## config.mk

```make
export PLATFORM = sky130hd
export DESIGN_NAME = touch_adc_read_sequencer_flat
export DESIGN_NICKNAME = d
export VERILOG_FILES = /design/src/rtl/tars_pkg.sv /design/src/rtl/tars_if.sv /design/src/rtl/tars_cfg_regs.sv /design/src/rtl/tars_step.sv /design/src/rtl/tars_out_reg.sv /design/src/rtl/touch_adc_read_sequencer.sv /design/src/flat_wrapper.sv
export VERILOG_INCLUDE_DIRS = /design/src /design/src/rtl
export SDC_FILE = /design/constraint.sdc
export NUM_CORES = 1
export LEC_CHECK = 0
export BUFFER_PORTS_ARGS = -buffer_cell sky130_fd_sc_hd__buf_2
export CAP_MARGIN = 30
export CORE_ASPECT_RATIO = 0.6
export CORE_MARGIN = 5
export CORE_UTILIZATION = 55
export DETAILED_ROUTE_END_ITERATION = 16
export GPL_TIMING_DRIVEN = 0
export PLACE_DENSITY = 0.88
export SETUP_SLACK_MARGIN = 0.5
export SYNTH_ARGS = -nofsm -noshare
export SYNTH_HDL_FRONTEND = slang
export SYNTH_HIERARCHICAL = 1
export SYNTH_SLANG_ARGS = --single-unit
```

## constraint.sdc

```tcl
create_clock -name clk -period 11.4 [get_ports clk]
set_input_delay 1.14 -clock clk [delete_from_list [all_inputs] [get_ports clk]]
set_output_delay 1.14 -clock clk [all_outputs]
set_load 0.03 [all_outputs]
```

## src/rtl/touch_adc_read_sequencer_defines.svh

```systemverilog
// Assertion macros used by the touch sequencer top level
`ifndef TOUCH_ADC_READ_SEQUENCER_DEFINES_SVH
`define TOUCH_ADC_READ_SEQUENCER_DEFINES_SVH

// Check a condition in the same cycle as its trigger
`define TARS_ASSERT_NOW(lbl, trig, cond, msg) \
  lbl: assert property (@(posedge clk) disable iff (rst) (trig) |-> (cond)) else $error(msg);

// Check a condition in the cycle after its trigger
`define TARS_ASSERT_NEXT(lbl, trig, cond, msg) \
  lbl: assert property (@(posedge clk) disable iff (rst) (trig) |=> (cond)) else $error(msg);

`endif

```

## src/rtl/tars_pkg.sv

```systemverilog
// Shared types and constants for the touch converter read sequencer
`timescale 1ns / 1ps
package tars_pkg;

  // Command codes on the input channel
  typedef enum logic [1:0] {
    OP_TOUCH  = 2'd0,
    OP_SINGLE = 2'd1,
    OP_RESP   = 2'd2
  } op_t;

  // Result kinds on the output channel
  typedef enum logic [1:0] {
    KIND_CTRL   = 2'd0,
    KIND_SAMPLE = 2'd1,
    KIND_CHAN   = 2'd2
  } kind_t;

  // Configuration register indexes
  typedef enum logic [1:0] {
    REG_THRESHOLD  = 2'd0,
    REG_RESOLUTION = 2'd1,
    REG_POWER      = 2'd2,
    REG_TOUCH_REF  = 2'd3
  } reg_idx_t;

  // Sequence phase
  typedef enum logic [2:0] {
    PH_IDLE   = 3'd0,
    PH_Z1     = 3'd1,
    PH_Z2     = 3'd2,
    PH_X      = 3'd3,
    PH_Y      = 3'd4,
    PH_SINGLE = 3'd5
  } phase_t;

  // Converter channel codes of the touch channels
  localparam logic [2:0] CH_Y  = 3'd1;
  localparam logic [2:0] CH_Z1 = 3'd3;
  localparam logic [2:0] CH_Z2 = 3'd4;
  localparam logic [2:0] CH_X  = 3'd5;

  localparam logic [11:0] FULL_SCALE = 12'd4095;

  typedef struct packed {
    logic [12:0] press_min;
    logic        resolution_mode;
    logic [1:0]  pd_bits;
    logic        touch_se;
  } cfg_t;

  typedef struct packed {
    logic [1:0]  opcode;
    logic [2:0]  channel_select;
    logic [15:0] response_word;
  } in_item_t;

  typedef struct packed {
    kind_t       result_kind;
    logic [7:0]  control_out;
    logic        select_active;
    logic        touched;
    logic [11:0] x_pos;
    logic [11:0] y_pos;
    logic [11:0] channel_value;
  } result_t;

  // Status from the step logic to the top level
  typedef struct packed {
    logic    has_result;
    phase_t  phase;
  } step_stat_t;

endpackage

```

## src/rtl/tars_if.sv

```systemverilog
// Channel interfaces: command, result and configuration write
`timescale 1ns / 1ps
interface tars_cmd_if;
  logic        valid;
  logic        ready;
  logic [1:0]  opcode;
  logic [2:0]  channel_select;
  logic [15:0] response_word;
  modport source (output valid, opcode, channel_select, response_word, input ready);
  modport sink (input valid, opcode, channel_select, response_word, output ready);
endinterface

interface tars_res_if;
  logic        valid;
  logic        ready;
  logic [1:0]  result_kind;
  logic [7:0]  control_out;
  logic        select_active;
  logic        touched;
  logic [11:0] x_pos;
  logic [11:0] y_pos;
  logic [11:0] channel_value;
  modport source (output valid, result_kind, control_out, select_active, touched,
                  x_pos, y_pos, channel_value, input ready);
  modport sink (input valid, result_kind, control_out, select_active, touched,
                x_pos, y_pos, channel_value, output ready);
endinterface

interface tars_cfg_if;
  logic        valid;
  logic        ready;
  logic [1:0]  index;
  logic [12:0] data;
  modport source (output valid, index, data, input ready);
  modport sink (input valid, index, data, output ready);
endinterface

```

## src/rtl/tars_cfg_regs.sv

```systemverilog
// Configuration register file written through the config channel
`timescale 1ns / 1ps
module tars_cfg_regs
  import tars_pkg::*;
(
  input  logic       clk,
  input  logic       rst,
  tars_cfg_if.sink   cfg,
  output cfg_t       regs
);

  // Writes always complete in one beat
  assign cfg.ready = 1'b1;

  // Decode the index and load the addressed register
  always_ff @(posedge clk) begin
    if (rst) begin
      regs <= '0;
    end else if (cfg.valid) begin
      unique case (reg_idx_t'(cfg.index))
        REG_THRESHOLD:  regs.press_min       <= cfg.data;
        REG_RESOLUTION: regs.resolution_mode <= cfg.data[0];
        REG_POWER:      regs.pd_bits         <= cfg.data[1:0];
        REG_TOUCH_REF:  regs.touch_se        <= cfg.data[0];
        default: ;
      endcase
    end
  end

endmodule

```

## src/rtl/tars_step.sv

```systemverilog
// Phase sequencer: decodes one registered beat into a result and a state update
`timescale 1ns / 1ps
module tars_step
  import tars_pkg::*;
(
  input  logic       clk,
  input  logic       rst,
  input  cfg_t       regs,
  input  logic       item_valid,
  input  in_item_t   item,
  input  logic       advance,
  output step_stat_t stat,
  output result_t    result
);

  phase_t      phase;
  phase_t      phase_next;
  logic [11:0] z1_hold;
  logic [11:0] x_hold;
  logic [11:0] conv;
  logic [12:0] pressure;
  logic        is_touch_ch;
  logic        below;
  op_t         op;

  function automatic logic [7:0] ctrl_byte(input logic [2:0] ch, input logic se,
                                           input cfg_t c);
    ctrl_byte = {1'b1, ch, c.resolution_mode, se, c.pd_bits};
  endfunction

  assign op = op_t'(item.opcode);

  // Decode the response word, top bit masked
  always_comb begin
    if (regs.resolution_mode) begin
      conv = {item.response_word[14:7], 4'b0000};
    end else begin
      conv = item.response_word[14:3];
    end
  end

  // Pressure = 4095 - Z2 + Z1, never negative in 13 bits
  assign pressure = 13'(FULL_SCALE - conv) + {1'b0, z1_hold};
  assign below    = pressure < regs.press_min;

  assign is_touch_ch = (item.channel_select == CH_X) || (item.channel_select == CH_Y) ||
                       (item.channel_select == CH_Z1) || (item.channel_select == CH_Z2);

  // Next phase
  always_comb begin
    phase_next = phase;
    if (item_valid) begin
      unique case (op)
        OP_TOUCH:  phase_next = PH_Z1;
        OP_SINGLE: phase_next = PH_SINGLE;
        OP_RESP: begin
          unique case (phase)
            PH_Z1:   phase_next = PH_Z2;
            PH_Z2:   phase_next = below ? PH_IDLE : PH_X;
            PH_X:    phase_next = PH_Y;
            default: phase_next = PH_IDLE;
          endcase
        end
        default: phase_next = phase;
      endcase
    end
  end

  // Result for this beat
  always_comb begin
    result          = '0;
    result.result_kind = KIND_CTRL;
    stat.has_result = 1'b0;
    stat.phase      = phase;
    if (item_valid) begin
      unique case (op)
        OP_TOUCH: begin
          stat.has_result      = 1'b1;
          result.control_out   = ctrl_byte(CH_Z1, regs.touch_se, regs);
          result.select_active = 1'b1;
        end
        OP_SINGLE: begin
          stat.has_result      = 1'b1;
          result.control_out   = ctrl_byte(item.channel_select,
                                           is_touch_ch ? regs.touch_se : 1'b1, regs);
          result.select_active = 1'b1;
        end
        OP_RESP: begin
          unique case (phase)
            PH_Z1: begin
              stat.has_result      = 1'b1;
              result.control_out   = ctrl_byte(CH_Z2, regs.touch_se, regs);
              result.select_active = 1'b1;
            end
            PH_Z2: begin
              stat.has_result = 1'b1;
              if (below) begin
                result.result_kind = KIND_SAMPLE;
              end else begin
                result.control_out   = ctrl_byte(CH_X, regs.touch_se, regs);
                result.select_active = 1'b1;
              end
            end
            PH_X: begin
              stat.has_result      = 1'b1;
              result.control_out   = ctrl_byte(CH_Y, regs.touch_se, regs);
              result.select_active = 1'b1;
            end
            PH_Y: begin
              stat.has_result    = 1'b1;
              result.result_kind = KIND_SAMPLE;
              result.touched     = 1'b1;
              result.x_pos       = x_hold;
              result.y_pos       = conv;
            end
            PH_SINGLE: begin
              stat.has_result      = 1'b1;
              result.result_kind   = KIND_CHAN;
              result.channel_value = conv;
            end
            default: ;
          endcase
        end
        default: ;
      endcase
    end
  end

  // Advance the phase and capture held conversions when the beat retires
  always_ff @(posedge clk) begin
    if (rst) begin
      phase   <= PH_IDLE;
      z1_hold <= '0;
      x_hold  <= '0;
    end else if (advance) begin
      phase <= phase_next;
      if (op == OP_RESP && phase == PH_Z1) begin
        z1_hold <= conv;
      end
      if (op == OP_RESP && phase == PH_X) begin
        x_hold <= conv;
      end
    end
  end

endmodule

```

## src/rtl/tars_out_reg.sv

```systemverilog
// Result register driving the output channel
`timescale 1ns / 1ps
module tars_out_reg
  import tars_pkg::*;
(
  input  logic       clk,
  input  logic       rst,
  input  logic       load,
  input  result_t    result,
  output logic       free,
  tars_res_if.source res
);

  result_t held;
  logic    valid;

  // Slot can take a new beat when empty or being drained this cycle
  assign free = !valid || res.ready;

  // Hold valid until the sink takes the beat
  always_ff @(posedge clk) begin
    if (rst) begin
      valid <= 1'b0;
    end else if (load) begin
      valid <= 1'b1;
    end else if (res.ready) begin
      valid <= 1'b0;
    end
  end

  // Load the payload
  always_ff @(posedge clk) begin
    if (load) begin
      held <= result;
    end
  end

  assign res.valid         = valid;
  assign res.result_kind   = held.result_kind;
  assign res.control_out   = held.control_out;
  assign res.select_active = held.select_active;
  assign res.touched       = held.touched;
  assign res.x_pos         = held.x_pos;
  assign res.y_pos         = held.y_pos;
  assign res.channel_value = held.channel_value;

endmodule

```

## src/rtl/touch_adc_read_sequencer.sv

```systemverilog
// Top level of the touch converter read sequencer
`timescale 1ns / 1ps
`include "touch_adc_read_sequencer_defines.svh"
// Sequences a resistive-touch converter read. A touch-read command yields the
// Z1 control byte; each conversion response then yields the next control byte
// (Z2, X, Y) or, at the end, a touch sample; a low pressure after Z2 ends the
// read at once with an untouched sample. A single-channel command yields one
// control byte and its response the channel value. The block accepts a beat in
// every cycle; a command beat is captured in the input register, then the phase
// logic loads its result into the result register, which presents the result
// beat.
// Only a stalled result register holds off new beats. Configuration writes
// complete in one beat and must be made while no read is in flight.
module touch_adc_read_sequencer
  import tars_pkg::*;
(
  input  logic       clk,
  input  logic       rst,
  tars_cmd_if.sink   cmd,
  tars_res_if.source res,
  tars_cfg_if.sink   cfg
);

  cfg_t       regs;
  in_item_t   item;
  logic       item_valid;
  logic       advance;
  logic       out_free;
  step_stat_t stat;
  result_t    result;
  logic       seq_end;
  logic       ctrl_beat;
  logic       ctrl_ok;
  logic       other_beat;
  logic       pos_clear;

  tars_cfg_regs u_cfg (
    .clk  (clk),
    .rst  (rst),
    .cfg  (cfg),
    .regs (regs)
  );

  tars_step u_step (
    .clk        (clk),
    .rst        (rst),
    .regs       (regs),
    .item_valid (item_valid),
    .item       (item),
    .advance    (advance),
    .stat       (stat),
    .result     (result)
  );

  tars_out_reg u_out (
    .clk    (clk),
    .rst    (rst),
    .load   (advance && stat.has_result),
    .result (result),
    .free   (out_free),
    .res    (res)
  );

  // Retire the held beat unless its result has nowhere to go
  assign advance   = item_valid && (!stat.has_result || out_free);
  assign cmd.ready = !item_valid || advance;

  // Input register
  always_ff @(posedge clk) begin
    if (rst) begin
      item_valid <= 1'b0;
    end else if (cmd.ready) begin
      item_valid <= cmd.valid;
    end
  end

  always_ff @(posedge clk) begin
    if (cmd.ready && cmd.valid) begin
      item <= '{opcode: cmd.opcode, channel_select: cmd.channel_select,
                response_word: cmd.response_word};
    end
  end

  // Terms for the checks below
  assign seq_end    = advance && stat.has_result && result.result_kind != KIND_CTRL;
  assign ctrl_beat  = res.valid && res.result_kind == KIND_CTRL;
  assign ctrl_ok    = res.select_active && res.control_out[7];
  assign other_beat = res.valid && res.result_kind != KIND_SAMPLE;
  assign pos_clear  = res.x_pos == 12'd0 && res.y_pos == 12'd0 && !res.touched;

  `TARS_ASSERT_NOW(a_stall_needs_item, !cmd.ready, item_valid, "input stalled while empty")
  `TARS_ASSERT_NEXT(a_end_goes_idle, seq_end, stat.phase == PH_IDLE, "read did not end")
  `TARS_ASSERT_NOW(a_ctrl_keeps_select, ctrl_beat, ctrl_ok, "control beat without start bit")
  `TARS_ASSERT_NOW(a_non_sample_zero, other_beat, pos_clear, "position on a non-sample beat")

endmodule
```

## src/flat_wrapper.sv

```systemverilog
// flat-port wrapper written by rule: the top's interface ports become plain ports
module touch_adc_read_sequencer_flat import tars_pkg::*;
  (clk, rst, cmd_valid, cmd_opcode, cmd_channel_select, cmd_response_word, cmd_ready, res_valid, res_result_kind, res_control_out, res_select_active, res_touched, res_x_pos, res_y_pos, res_channel_value, res_ready, cfg_valid, cfg_index, cfg_data, cfg_ready);
  tars_cmd_if cmd_i ();
  tars_res_if res_i ();
  tars_cfg_if cfg_i ();
  input  logic clk;
  input  logic rst;
  input wire logic [$bits(cmd_i.valid)-1:0] cmd_valid;
  input wire logic [$bits(cmd_i.opcode)-1:0] cmd_opcode;
  input wire logic [$bits(cmd_i.channel_select)-1:0] cmd_channel_select;
  input wire logic [$bits(cmd_i.response_word)-1:0] cmd_response_word;
  output wire logic [$bits(cmd_i.ready)-1:0] cmd_ready;
  output wire logic [$bits(res_i.valid)-1:0] res_valid;
  output wire logic [$bits(res_i.result_kind)-1:0] res_result_kind;
  output wire logic [$bits(res_i.control_out)-1:0] res_control_out;
  output wire logic [$bits(res_i.select_active)-1:0] res_select_active;
  output wire logic [$bits(res_i.touched)-1:0] res_touched;
  output wire logic [$bits(res_i.x_pos)-1:0] res_x_pos;
  output wire logic [$bits(res_i.y_pos)-1:0] res_y_pos;
  output wire logic [$bits(res_i.channel_value)-1:0] res_channel_value;
  input wire logic [$bits(res_i.ready)-1:0] res_ready;
  input wire logic [$bits(cfg_i.valid)-1:0] cfg_valid;
  input wire logic [$bits(cfg_i.index)-1:0] cfg_index;
  input wire logic [$bits(cfg_i.data)-1:0] cfg_data;
  output wire logic [$bits(cfg_i.ready)-1:0] cfg_ready;
  assign cmd_i.valid = cmd_valid;
  assign cmd_i.opcode = cmd_opcode;
  assign cmd_i.channel_select = cmd_channel_select;
  assign cmd_i.response_word = cmd_response_word;
  assign cmd_ready = cmd_i.ready;
  assign res_valid = res_i.valid;
  assign res_result_kind = res_i.result_kind;
  assign res_control_out = res_i.control_out;
  assign res_select_active = res_i.select_active;
  assign res_touched = res_i.touched;
  assign res_x_pos = res_i.x_pos;
  assign res_y_pos = res_i.y_pos;
  assign res_channel_value = res_i.channel_value;
  assign res_i.ready = res_ready;
  assign cfg_i.valid = cfg_valid;
  assign cfg_i.index = cfg_index;
  assign cfg_i.data = cfg_data;
  assign cfg_ready = cfg_i.ready;
  touch_adc_read_sequencer u_core (.clk(clk), .rst(rst), .cmd(cmd_i), .res(res_i), .cfg(cfg_i));
endmodule
```

==> metrics.txt <==
pwr dens=133 nW/µm²; starting density of the core=56.0%; Max Slew Vio Count=0; Root Driver=clkbuf_16; Routed Antenna Nets=0; Port Buf Inserts=86; drt pass-1 iters=5; post-DP HPWL=7.91 mm; row count=27; final hold vios=0; largest net degree at the start of global routing=35; Skew-Pair Late Insertion Delay=0.35 ns; CTS tree=done; H-tree depth=3; Post-Syn Area=5080 µm²; type of the worst min-delay path=flop to flop; # setup viols final=0; Gate Count Post-Synth=467; Worst setup SP type=flop; Slew HR=62.4%; drt first-iter violations=331; Worst-path clk slew=0.07 ns; R2R setup slack=7.14 ns; Leak Pwr=2.54 nW; crit path time final=4.26 ns; DR vias/cell=5.39; final critical-path share of the clock period=37.4%; routability cong.=0.917; Resize count post-CTS=0; max_cap viols=0; RSZ-0062 raised after global routing=false; CP Max Fanout=6; Num CTS Buffers=9; first-pass GRT wire length=18.0 mm; DRC viols=0; Post-CTS Setup Bufs=0; ant diodes=0; Area Overhead vs Synth=17.1%; Final Instance Area=5950 µm²; status=finished clean; Worst Tran Pin Value=0.564 ns; syn nets=between 500 and 600; Die ar.=11300 µm²; total core area=9090 µm²; Crit path arrival time=around 4.4 ns; clock buffer depth=2; TNS Setup=0 ns; Clock Sinks=111; placed cell area=5680 µm²; GRT Overall Usage=roughly 20%; clock skew=0.00629 ns; CP endpoint kind=flop; Setup Crit Path Kind=flop to flop; Mapped Avg Cell Area=10.9 µm²; gr ovfl total=0; Detailed Route WL=10.9 mm; Critical Path RT=11.51 ns; f_max=235 MHz; IO Count=between 90 and 100; DR vias=3695; chip width=134 µm; yosys warns=6; number of hold buffers added after CTS=0; maximum VDD drop=slightly above 0.00009 V; share of layout cells above drive strength 1=21.8%; fin nets=636; Die Y-Extent=approximately 84 µm; vias in the first global route=3686; drt wl/cell=15.9 µm; initial antenna violation count=0
## cell usage in the layout (no fill, tap or decap), types with 17 or more instances in the layout
| master | n |
|---|---|
| buf_2 | 90 |
| nor2_1 | 84 |
| edfxtp_1 | 65 |
| dfxtp_1 | 46 |
| a21oi_1 | 42 |
| nand2b_1 | 38 |
| inv_1 | 29 |
| ha_1 | 29 |
| mux2i_1 | 17 |
| nand2_1 | 17 |
## registers in the layout (all words and copies together), names as in the netlist
name,count
u_core/item_valid,1
u_core/u_step/x_hold,12
u_core/u_out/res.control_out,8
u_core/u_cfg/regs,17
u_core/u_step/z1_hold,12
u_core/u_out/res.x_pos,12
u_core/item,17
u_core/u_out/res.touched,1
u_core/u_out/res.channel_value,12
u_core/u_out/res.select_active,1
u_core/u_out/res.valid,1
u_core/u_out/res.y_pos,12
u_core/u_out/res.result_kind,2
u_core/u_step/phase,3
## stage by stage
stage	worst slack, ns	utilization (%)	power [mW]	std cells	hold WS [ns]
2_1_floorplan	7.78	-	0.487	467	0.446
3_3_place_gp	7.32	62.3	0.505	669	0.459
3_5_place_dp	7.16	62.5	0.509	670	0.470
4_1_cts	7.11	65.5	0.797	686	0.481
5_1_grt	6.84	65.5	0.825	686	0.489
6_report	7.14	65.5	0.791	686	0.476
## metal layers
layer  track usage [%]  share of wire, %  vias up  routed length [µm]
met1              27.3                44     1737                4850
met4              6.65               1.5        0                 161
met3              5.27               7.5       14                 819
met5                 0                 0        -                   0
met2              32.0                47      152                5080
li1                  -                 -     1792                   -
## critical path, cell delays in order (launching register included)
cell,delay [ns]
dfxtp_1,0.37
nand2b_1,0.26
ha_1,0.26
fa_1,0.42
a21oi_2,0.19
o211ai_1,0.12
a21oi_1,0.25
o21ai_1,0.13
a31oi_1,0.25
o21ai_0,0.15
ha_1,0.31
a21oi_1,0.15
o21ai_0,0.12
a21oi_1,0.18
o21ai_2,0.14
a2111oi_4,0.45
nor2_1,0.12
buf_4,0.15
## area by class of cell
cell class	instances	area, µm²
Buffer	17	95.1
Clock buffer	9	225
Fill cell	674	3130
Timing Repair Buffer	87	450
Tap cell	116	145
Sequential cell	111	2870
Clock inverter	7	47.5
Multi-Input combinational cell	309	2000
Inverter	30	113
## path summary, 6_finish.rpt
kind	cells past startpoint	startpoint	to
max	17	u_core/u_cfg/regs[3]	u_core/u_out/res.control_out[7]
min	2	u_core/u_cfg/regs[12]	u_core/u_cfg/regs[12]
max reg2reg	17	u_core/u_cfg/regs[3]	u_core/u_out/res.control_out[7]
min reg2reg	2	u_core/u_cfg/regs[12]	u_core/u_cfg/regs[12]
## power by group
part           leakage [nW]  internal, mW  switching, mW  total (mW)
clock network         0.133         0.148          0.142       0.290
logic                  1.39        0.0260         0.0397      0.0657
registers              1.02         0.431        0.00456       0.435
Power figures use the tool's default switching activity.
